### src/crcfr_pkg.sv
// package for the crc16 frame receiver: codes, types and crc byte update
`default_nettype none
package crcfr_pkg;

  localparam logic [7:0]  SYNC_BYTE  = 8'hFF;
  localparam logic [15:0] CRC_POLY   = 16'h1021;
  localparam logic [7:0]  LEN_OFFSET = 8'd5;

  localparam logic [1:0] EV_PAYLOAD = 2'd0;
  localparam logic [1:0] EV_ACCEPT  = 2'd1;
  localparam logic [1:0] EV_REJECT  = 2'd2;

  // word held in the input register
  typedef struct packed {
    logic       valid;
    logic [7:0] data;
  } s1_word_t;

  // one msb-first crc step over a byte, eight shift/xor steps on 16 bits
  function automatic logic [15:0] crc_byte(input logic [15:0] crc, input logic [7:0] b);
    logic [15:0] c;
    c = crc ^ {b, 8'h00};
    for (int k = 0; k < 8; k++) begin
      if (c[15]) begin
        c = {c[14:0], 1'b0} ^ CRC_POLY;
      end else begin
        c = {c[14:0], 1'b0};
      end
    end
    return c;
  endfunction

endpackage
`default_nettype wire

### src/crc16_frame_receiver.sv
// top level of the crc16 framed byte receiver
//
//  channel  direction  handshake            word
//  in_      input      in_valid/in_ready    rx_byte
//  out_     output     out_valid/out_ready  event_kind .. computed_crc
//
// one word a cycle unless a result waits on a stalled output: input register,
// then one crc byte step and the frame parser into the result register, so a
// result is registered as its word leaves the input register. reset is
// synchronous and clears all frame state to sync hunting. words that yield no
// result keep flowing under an output stall; a word that yields a result waits
// in the input register until the result register frees up.
`default_nettype none
module crc16_frame_receiver
  import crcfr_pkg::*;
(
  input  wire logic        clk,
  input  wire logic        rst_n,
  input  wire logic        in_valid,
  output logic             in_ready,
  input  wire logic [7:0]  in_rx_byte,
  output logic             out_valid,
  input  wire logic        out_ready,
  output logic [1:0]       out_event_kind,
  output logic [7:0]       out_frame_type,
  output logic [7:0]       out_payload_index,
  output logic [7:0]       out_payload_byte,
  output logic [7:0]       out_payload_count,
  output logic [15:0]      out_received_crc,
  output logic [15:0]      out_computed_crc
);

  s1_word_t s1;
  logic     s1_take;

  crcfr_in_reg u_in_reg (
    .clk        (clk),
    .rst_n      (rst_n),
    .in_valid   (in_valid),
    .in_ready   (in_ready),
    .in_rx_byte (in_rx_byte),
    .s1         (s1),
    .s1_take    (s1_take)
  );

  crcfr_core u_core (
    .clk               (clk),
    .rst_n             (rst_n),
    .s1                (s1),
    .s1_take           (s1_take),
    .out_valid         (out_valid),
    .out_ready         (out_ready),
    .out_event_kind    (out_event_kind),
    .out_frame_type    (out_frame_type),
    .out_payload_index (out_payload_index),
    .out_payload_byte  (out_payload_byte),
    .out_payload_count (out_payload_count),
    .out_received_crc  (out_received_crc),
    .out_computed_crc  (out_computed_crc)
  );

endmodule
`default_nettype wire

### src/crcfr_in_reg.sv
// input register stage: holds one received word ahead of the frame core
`default_nettype none
module crcfr_in_reg
  import crcfr_pkg::*;
(
  input  wire logic       clk,
  input  wire logic       rst_n,
  input  wire logic       in_valid,
  output logic            in_ready,
  input  wire logic [7:0] in_rx_byte,
  output s1_word_t        s1,
  input  wire logic       s1_take
);

  logic       valid_r;
  logic [7:0] data_r;

  assign in_ready = !valid_r || s1_take;
  assign s1.valid = valid_r;
  assign s1.data  = data_r;

  always_ff @(posedge clk) begin
    if (!rst_n) begin
      valid_r <= 1'b0;
    end else if (in_ready) begin
      valid_r <= in_valid;
    end
  end

  always_ff @(posedge clk) begin
    if (in_valid && in_ready) begin
      data_r <= in_rx_byte;
    end
  end

endmodule
`default_nettype wire

### src/crcfr_core.sv
// frame parser, crc accumulator and result register
`default_nettype none
module crcfr_core
  import crcfr_pkg::*;
(
  input  wire logic        clk,
  input  wire logic        rst_n,
  input  wire s1_word_t    s1,
  output logic             s1_take,
  output logic             out_valid,
  input  wire logic        out_ready,
  output logic [1:0]       out_event_kind,
  output logic [7:0]       out_frame_type,
  output logic [7:0]       out_payload_index,
  output logic [7:0]       out_payload_byte,
  output logic [7:0]       out_payload_count,
  output logic [15:0]      out_received_crc,
  output logic [15:0]      out_computed_crc
);

  typedef enum logic [2:0] {
    PH_HUNT = 3'd0,
    PH_TYPE = 3'd1,
    PH_LEN  = 3'd2,
    PH_PAY  = 3'd3,
    PH_CRCH = 3'd4,
    PH_CRCL = 3'd5
  } phase_t;

  phase_t      phase_r, phase_nxt;
  logic [7:0]  type_r, type_nxt;
  logic [7:0]  left_r, left_nxt;
  logic [7:0]  index_r, index_nxt;
  logic [15:0] crc_r, crc_nxt;
  logic [7:0]  crch_r, crch_nxt;

  logic        out_valid_r;
  logic [1:0]  kind_r, kind_nxt;
  logic [7:0]  otype_r, otype_nxt;
  logic [7:0]  oidx_r, oidx_nxt;
  logic [7:0]  obyte_r, obyte_nxt;
  logic [7:0]  ocnt_r, ocnt_nxt;
  logic [15:0] orx_r, orx_nxt;
  logic [15:0] ocrc_r, ocrc_nxt;

  logic        has_res;
  logic [7:0]  b;
  logic [7:0]  len_b;
  logic [15:0] rx_crc;

  assign b       = s1.data;
  assign has_res = (phase_r == PH_PAY) || (phase_r == PH_CRCL);
  // a word that yields no result never waits on the output side
  assign s1_take = s1.valid && (!has_res || !out_valid_r || out_ready);
  assign len_b   = (b >= LEN_OFFSET) ? b : LEN_OFFSET;
  assign rx_crc  = {crch_r, b};

  always_comb begin
    phase_nxt = phase_r;
    type_nxt  = type_r;
    left_nxt  = left_r;
    index_nxt = index_r;
    crc_nxt   = crc_r;
    crch_nxt  = crch_r;
    kind_nxt  = EV_PAYLOAD;
    otype_nxt = type_r;
    oidx_nxt  = 8'd0;
    obyte_nxt = 8'd0;
    ocnt_nxt  = 8'd0;
    orx_nxt   = 16'd0;
    ocrc_nxt  = 16'd0;
    case (phase_r)
      PH_TYPE: begin
        type_nxt  = b;
        crc_nxt   = crc_byte(crc_r, b);
        phase_nxt = PH_LEN;
      end
      PH_LEN: begin
        left_nxt  = len_b - LEN_OFFSET;
        crc_nxt   = crc_byte(crc_r, len_b);
        index_nxt = 8'd0;
        phase_nxt = (len_b != LEN_OFFSET) ? PH_PAY : PH_CRCH;
      end
      PH_PAY: begin
        crc_nxt   = crc_byte(crc_r, b);
        kind_nxt  = EV_PAYLOAD;
        oidx_nxt  = index_r;
        obyte_nxt = b;
        ocnt_nxt  = index_r + left_r;
        index_nxt = index_r + 8'd1;
        left_nxt  = left_r - 8'd1;
        if (left_r == 8'd1) begin
          phase_nxt = PH_CRCH;
        end
      end
      PH_CRCH: begin
        crch_nxt  = b;
        phase_nxt = PH_CRCL;
      end
      PH_CRCL: begin
        kind_nxt  = (rx_crc == crc_r) ? EV_ACCEPT : EV_REJECT;
        ocnt_nxt  = index_r;
        orx_nxt   = rx_crc;
        ocrc_nxt  = crc_r;
        phase_nxt = PH_HUNT;
      end
      default: begin
        phase_nxt = PH_HUNT;
        if (b == SYNC_BYTE) begin
          crc_nxt   = crc_byte(16'd0, b);
          phase_nxt = PH_TYPE;
        end
      end
    endcase
  end

  always_ff @(posedge clk) begin
    if (!rst_n) begin
      phase_r     <= PH_HUNT;
      type_r      <= 8'd0;
      left_r      <= 8'd0;
      index_r     <= 8'd0;
      crc_r       <= 16'd0;
      crch_r      <= 8'd0;
      out_valid_r <= 1'b0;
    end else begin
      if (s1_take) begin
        phase_r <= phase_nxt;
        type_r  <= type_nxt;
        left_r  <= left_nxt;
        index_r <= index_nxt;
        crc_r   <= crc_nxt;
        crch_r  <= crch_nxt;
      end
      if (s1_take && has_res) begin
        out_valid_r <= 1'b1;
      end else if (out_ready) begin
        out_valid_r <= 1'b0;
      end
    end
  end

  always_ff @(posedge clk) begin
    if (s1_take && has_res) begin
      kind_r  <= kind_nxt;
      otype_r <= otype_nxt;
      oidx_r  <= oidx_nxt;
      obyte_r <= obyte_nxt;
      ocnt_r  <= ocnt_nxt;
      orx_r   <= orx_nxt;
      ocrc_r  <= ocrc_nxt;
    end
  end

  assign out_valid         = out_valid_r;
  assign out_event_kind    = kind_r;
  assign out_frame_type    = otype_r;
  assign out_payload_index = oidx_r;
  assign out_payload_byte  = obyte_r;
  assign out_payload_count = ocnt_r;
  assign out_received_crc  = orx_r;
  assign out_computed_crc  = ocrc_r;

  // payload phase always has bytes left to take
  a_pay_left: assert property (@(posedge clk) disable iff (!rst_n)
    (phase_r == PH_PAY) |-> (left_r != 8'd0))
    else $error("payload phase with no bytes left");

  // end of frame goes back to hunting and posts an end event
  a_crcl_end: assert property (@(posedge clk) disable iff (!rst_n)
    (s1_take && phase_r == PH_CRCL) |=>
      (phase_r == PH_HUNT && out_valid_r && kind_r != EV_PAYLOAD))
    else $error("frame end did not post an end event");

  // a result held under stall is never overwritten
  a_no_overrun: assert property (@(posedge clk) disable iff (!rst_n)
    (out_valid_r && !out_ready) |-> !(s1_take && has_res))
    else $error("result register overwritten while stalled");

  // payload index stays in step with the count of payload words
  a_pay_count: assert property (@(posedge clk) disable iff (!rst_n)
    (s1_take && phase_r == PH_PAY) |=> (out_payload_index == $past(index_r)))
    else $error("payload index out of step");

endmodule
`default_nettype wire

### config.mk
export PLATFORM = sky130hd
export DESIGN_NAME = crc16_frame_receiver
export DESIGN_NICKNAME = d
export VERILOG_FILES = /design/src/crcfr_pkg.sv /design/src/crc16_frame_receiver.sv /design/src/crcfr_in_reg.sv /design/src/crcfr_core.sv
export SDC_FILE = /design/constraint.sdc
export NUM_CORES = 1
export LEC_CHECK = 0
export BUFFER_PORTS_ARGS = -buffer_cell sky130_fd_sc_hd__buf_2
export CORE_ASPECT_RATIO = 1.75
export CORE_MARGIN = 2
export CORE_UTILIZATION = 60
export CTS_CLUSTER_SIZE = 40
export DETAILED_ROUTE_END_ITERATION = 10
export PLACE_DENSITY = 0.83
export SLEW_MARGIN = 5
export SYNTH_ARGS = -nofsm -noshare
export SYNTH_HDL_FRONTEND = slang
export SYNTH_SLANG_ARGS = --single-unit
### constraint.sdc
create_clock -name clk -period 10.9 [get_ports clk]
set_clock_uncertainty 0.1 [all_clocks]
set_input_delay 1.635 -clock clk [delete_from_list [all_inputs] [get_ports clk]]
set_output_delay 1.635 -clock clk [all_outputs]
set_load 0.005 [all_outputs]
After elaboration in Yosys (flattened, before gate mapping)
Index checks and enable logic that the tools add are counted.
{ "op_classes": {"n_eq_ne": 10, "order_cmp": 1, "addsub": 4, "n_reduce_logical": 20, "bitwise_logic": 34, "n_mux": 79} }
{ "ops": {"columns": ["op", "n"], "rows": [
  ["$mux 16", 36],
  ["$mux 13", 31],
  ["$not 3->3", 31],
  ["$pmux 16 s4", 1],
  ["$pmux 8 s2", 3],
  ["$xor 16x16->16", 2],
  ["$eq 16x16->1", 1],
  ["$pmux 3 s5", 1],
  ["$add 8x1->8 const B", 1],
  ["$add 8x8->8", 1],
  ["$eq 8x1->1 const B", 1],
  ["$eq 8x8->1 const B", 1],
  ["$ge 8x3->1 const B", 1],
  ["$mux 8", 1],
  ["$ne 8x3->1 const B", 1],
  ["$reduce_and 2->1", 4],
  ["$sub 8x1->8 const B", 1],
  ["$sub 8x3->8 const B", 1],
  ["$eq 3x2->1 const B", 2],
  ["$eq 3x3->1 const B", 2],
  ["$mux 3", 2],
  ["$reduce_or 5->1", 1],
  ["$logic_or 1x1->1", 4],
  ["$reduce_bool 2->1", 2],
  ["other kinds (10)", 16]
]} }
{ "totals": {"output_inout_bits": 68, "in_bits": 12, "reg_bits": 127} }

Longest topological paths before layout
{ "depth": {"depth_word": 32, "ltp_mapped": 11, "mapped_depth_nobuf": 9} }

By module
Synthesis repeated with hierarchy kept, for this count alone.
{ "hier_totals": {"cells_unflattened": 556, "hier_area_um2": 6132.1} }
{ "by_module_without_submodules": {"columns": ["mod", "cells_each", "instances", "area_each_um2"], "rows": [
  ["crcfr_core", 542, 1, 5826.8],
  ["crcfr_in_reg", 14, 1, 305.3]
]} }

Worst setup path before layout
Ideal clock, no wire load.
{ "synth_path": {"path_kind": "input-to-reg", "from": "input port out_ready", "to": "register u_core.ocrc_r[0], in the netlist u_core.out_computed_crc[0], enable pin", "path_stages": 4, "path_buffers": 0, "setup_time_ps": 514, "arrival_time_ps": 5256, "required_ps": 10286, "slack_ps": 5031, "path_cell_list": "nor2b_1 nand2_1 o21ai_1 a21oi_1"} }
{ "synth_via": {"elab_chain_len": 3} }
{ "synth_rtl": {"columns": ["element", "line", "source"], "rows": [
  ["start, declared", "crc16_frame_receiver.sv:23", "input wire logic out_ready,"],
  ["$logic_or 1x1->1", "crcfr_core.sv:54", "assign s1_take = s1.valid && (!has_res || !out_valid_r || out_ready);"],
  ["$logic_and 1x1->1", "crcfr_core.sv:54", null],
  ["$logic_and 1x1->1", "crcfr_core.sv:144", "if (s1_take && has_res) begin"],
  ["end signal, assigned", "crcfr_core.sv:151", "ocrc_r <= ocrc_nxt;"],
  ["end, declared", "crcfr_core.sv:44", "logic [15:0] ocrc_r, ocrc_nxt;"]
]} }
Every way passes these cells.
A chain may end at the register's enable or synchronous reset.

Worst setup path after layout
{ "layout_path": {"from": "register u_core.phase_r[0]", "to": "output port in_ready"} }
{ "layout_via": {"elab_chain_len": 7, "word_cells_on_any_way": 8, "cone_classes": "eq/ne (2); reduce/logical (6)"} }
{ "layout_rtl": {"columns": ["element", "line", "source"], "rows": [
  ["start, declared", "crcfr_core.sv:30", "phase_t phase_r, phase_nxt;"],
  ["start signal, assigned", "crcfr_core.sv:128", "phase_r <= phase_nxt;"],
  ["$eq 3x2->1 / $eq 3x3->1 (equally long branches)", "crcfr_core.sv:52", "assign has_res = (phase_r == PH_PAY) || (phase_r == PH_CRCL);"],
  ["$logic_or 1x1->1 (*)", "crcfr_core.sv:52", null],
  ["$logic_not 1->1 (*)", "crcfr_core.sv:54", null],
  ["$logic_or 1x1->1 (*) (2 in a row)", "crcfr_core.sv:54", null],
  ["$logic_and 1x1->1 (*)", "crcfr_core.sv:54", null],
  ["$logic_or 1x1->1 (*)", "crcfr_in_reg.sv:18", "assign in_ready = !valid_r || s1_take;"],
  ["end, declared", "crc16_frame_receiver.sv:20", "output logic in_ready,"]
]} }
Every way passes the cells marked *; elsewhere a longest branch is shown, timed or not.

==> reports/qor.json <==
{
  "routing": {
    "drtPass1Iterations": 6,
    "wl_per_cell_um": 18.5,
    "viasPerCell": 6.14,
    "detail-route-antenna-nets": 0,
    "totalWireLength_um": 14600,
    "dr.first_iter.drc_count": 438,
    "drcViolationCount": 0,
    "vias": 4854
  },
  "clock_network": {
    "cts_sinks": 127,
    "cts_tree": "built",
    "cts_resized": 0,
    "worst_skew_pair.late_latency_ns": 0.42,
    "ctsRootBufferMaster": "clkbuf_16",
    "clk_pin_slew_worst_paths_ns": 0.06,
    "cts_hold_buffers": 0,
    "tritoncts.num_buffers": 17,
    "cts_post_setup_buffers_inserted": 0,
    "cts.htree.levels": 4,
    "clock_tree.buffer_depth": 2
  },
  "worst_setup_path": {
    "timing.setup.critical_path_class": "register to output pin",
    "crit_path_max_incr_delay_ns": 0.55,
    "cp_cell_sequence": "buf_4 > nand2_1 > nand2_1 > nand3_1 > buf_2",
    "worst_path_max_delay_cell": "dfxtp_1",
    "peak_fanout_along_the_critical_path": 42,
    "required_time_of_the_critical_path_ns": 9.17,
    "startpoint_type": "register",
    "critical_path.endpoint_type": "output pin",
    "signal_arrival_time_at_the_worst_endpoint_ns": 2.46,
    "cp_common_cell": "nand2_1"
  },
  "sta": {
    "maxSlewHeadroom_pct": 25.4,
    "final.setup.tns_ns": 0,
    "rsz0062_at_grt": "false",
    "pin_slew_with_the_least_headroom_to_its_limit_ns": 1.11,
    "max_clock_freq_mhz": 239,
    "final_min_period_over_clock_period_pct": 38.5,
    "final-max-slew-violation-count": 0,
    "timing_hold_violations_final": 0,
    "setup-violations-final": 0,
    "finalCriticalPeriod_ns": 4.19
  },
  "synth": {
    "synth.avg_cell_area_um2": 10.4,
    "mappedNetlistNets": 605,
    "number_of_flops_mapped_to_enable_cells_by_yosys": 74,
    "yosys-top-cells-count": "74 x edfxtp_1, 71 x nand2_1, 53 x dfxtp_1",
    "yosys_register_bits": 127,
    "synth_warnings": 0,
    "synth_cell_types": 58,
    "yosysSeqAreaShare_pct": 54.4,
    "share_of_async_settable_or_async_resettable_flops_after_synthesis_pct": 0,
    "synth_top_area_share_pct": 36.8,
    "most_used_standard_cell_by_instance_count_after_synthesis": "edfxtp_1",
    "netlist_area_um2": 6030,
    "synthTopCellsByArea": "edfxtp_1 37%, dfxtp_1 18%, xnor2_1 5.4%, and3_1 4.8%, nand2_1 4.4%",
    "post_synth_inst_count": 581,
    "ys_dominant_reg_cell": "edfxtp_1",
    "yosysTopAreaCell": "edfxtp_1"
  },
  "flow_run": {
    "cap_viol_max_count": 0
  },
  "placed_design": {
    "gp_routability_congestion": 0.866,
    "placement.io_buffers": 79,
    "post_dp_hpwl_um": 9970,
    "postPlaceCellArea_um2": 6480
  },
  "pwr": {
    "power.sequential.fraction_pct": 48.5,
    "vdd.ir_drop.worst_v": 0.000140,
    "power.net_switching_w": 0.000261,
    "power.leakage_nw": 2.68,
    "power_frac_comb_pct": 5.8,
    "cell_internal_pwr_w": 0.000825,
    "power-per-cell-area_nw_per_um2": 155,
    "swShare_pct": 24.0,
    "share_clk_of_total_power_pct": 45.8,
    "power_after_layout_w": 0.00109
  },
  "final_layout": {
    "final_nets": 676,
    "syn2layout_area_growth_pct": 16.0,
    "finalInstanceArea_um2": 7000,
    "drive_above_1_share_pct": 19.2,
    "antennaDiodeCount": 0
  },
  "hold_path": {
    "worst_hold_path_type": "register to register"
  },
  "floorplanning": {
    "die_height_um": 137,
    "core.rowCount": 48,
    "design.portCount": 80,
    "die_area_um2": 10900,
    "fp.coreArea_um2": 9850,
    "die_width_um": 79.8,
    "initial_utilization_pct": 61.3
  },
  "grt": {
    "antenna_found_initial": 0,
    "grt_start_max_net_pins": 68,
    "grt_usage_pct": 28.3,
    "first_global_vias": 4653,
    "overflow": 0,
    "first_pass_grt_wire_length_um": 23100
  },
  "outcome": {
    "status": "finished, final reports clean"
  }
}
## worst max-delay path: cells and delay by family (launching register included)
family	cells	cell delay, ns
buffers and inverters	2	0.57
flip-flops	1	0.55
AND/OR/NAND/NOR	3	0.89
## per-layer routing
metal  up-vias  routed length (um)  global-route usage (%)
met1      2288                4910                    29.3
met5         -                   0                       0
li1       2219                   -                       -
met2       265                7870                    50.0
met3        82                 866                    5.67
met4         0                 989                    19.9
## per-stage QoR
step	hold slack [ns]	instances	worst slack (ns)	utilization, %
global placement	0.315	758	6.90	65.8
floorplan	0.308	581	5.03	-
finish	0.345	790	6.71	71.1
detailed placement	0.318	758	6.87	65.8
CTS	0.337	790	6.75	71.1
global route	0.358	790	6.56	71.1
## sequential cells by signal, indices dropped and copies added (netlist names), 3 cells and up
signal,cells
u_core.out_payload_count,8
u_core.out_payload_index,8
u_in_reg.data_r,8
u_core.index_r,8
u_core.crch_r,8
u_core.left_r,8
u_core.out_computed_crc,16
u_core.out_frame_type,8
u_core.crc_r,16
u_core.out_received_crc,16
u_core.phase_r,3
u_core.out_payload_byte,8
u_core.otype_nxt,8
## final cells by class
| type | instances | area, um2 |
|---|---|---|
| inverter | 15 | 56.3 |
| sequential | 127 | 3280 |
| clock inverter | 13 | 90.1 |
| multi-input combinational | 405 | 2540 |
| fill | 725 | 2850 |
| clock buffer | 19 | 433 |
| timing repair buffer | 86 | 448 |
| tap | 125 | 156 |
## cells by family after synthesis
logic type                 synth area share [%]
AOI/OAI and AO/OA                          11.5
and+or+nand+nor                            17.5
xor gates and xnor gates                   8.69
buffers and inverters                      3.75
DFF                                        54.4
muxes                                      1.58
adders and majority gates                  2.61
## path summary, 6_finish.rpt
path | slack [ns] | from | cells after the start | end
setup / recovery | 6.71 | u_core.phase_r[0] | 5 | in_ready
hold / removal | 0.35 | u_core.otype_nxt[4] | 0 | u_core.out_frame_type[4]
setup reg to reg | 7.78 | u_in_reg.data_r[4] | 6 | u_core.crc_r[6]
hold reg to reg | 0.35 | u_core.otype_nxt[4] | 0 | u_core.out_frame_type[4]
## placed cells by master (no fill, tap or decap), types with 4 or more instances in the layout
| cell type | count |
|---|---|
| buf_2 | 79 |
| nor2_1 | 43 |
| nand2b_1 | 5 |
| buf_4 | 7 |
| a21oi_1 | 45 |
| nor3_1 | 7 |
| o211ai_1 | 4 |
| o21ai_0 | 26 |
| clkbuf_16 | 17 |
| nand3_1 | 10 |
| nand2_1 | 71 |
| ha_1 | 11 |
| a21o_1 | 4 |
| xnor2_1 | 37 |
| mux2i_1 | 8 |
| edfxtp_1 | 74 |
| inv_1 | 13 |
| dfxtp_1 | 53 |
| a211oi_1 | 4 |
| clkinv_2 | 4 |
| xor2_1 | 21 |
| nand4_1 | 9 |
| and3_1 | 46 |
## power groups by stage
stage | Combinational (W) | Clock (W) | Sequential, W
CTS | 0.0000619 | 0.000503 | 0.000525
global route | 0.0000689 | 0.000521 | 0.000526
floorplan | 0.0000577 | 0 | 0.000523
detailed placement | 0.0000610 | 0 | 0.000535
global placement | 0.0000594 | 0 | 0.000535
finish | 0.0000625 | 0.000497 | 0.000526
Power figures use the tool's default switching activity.
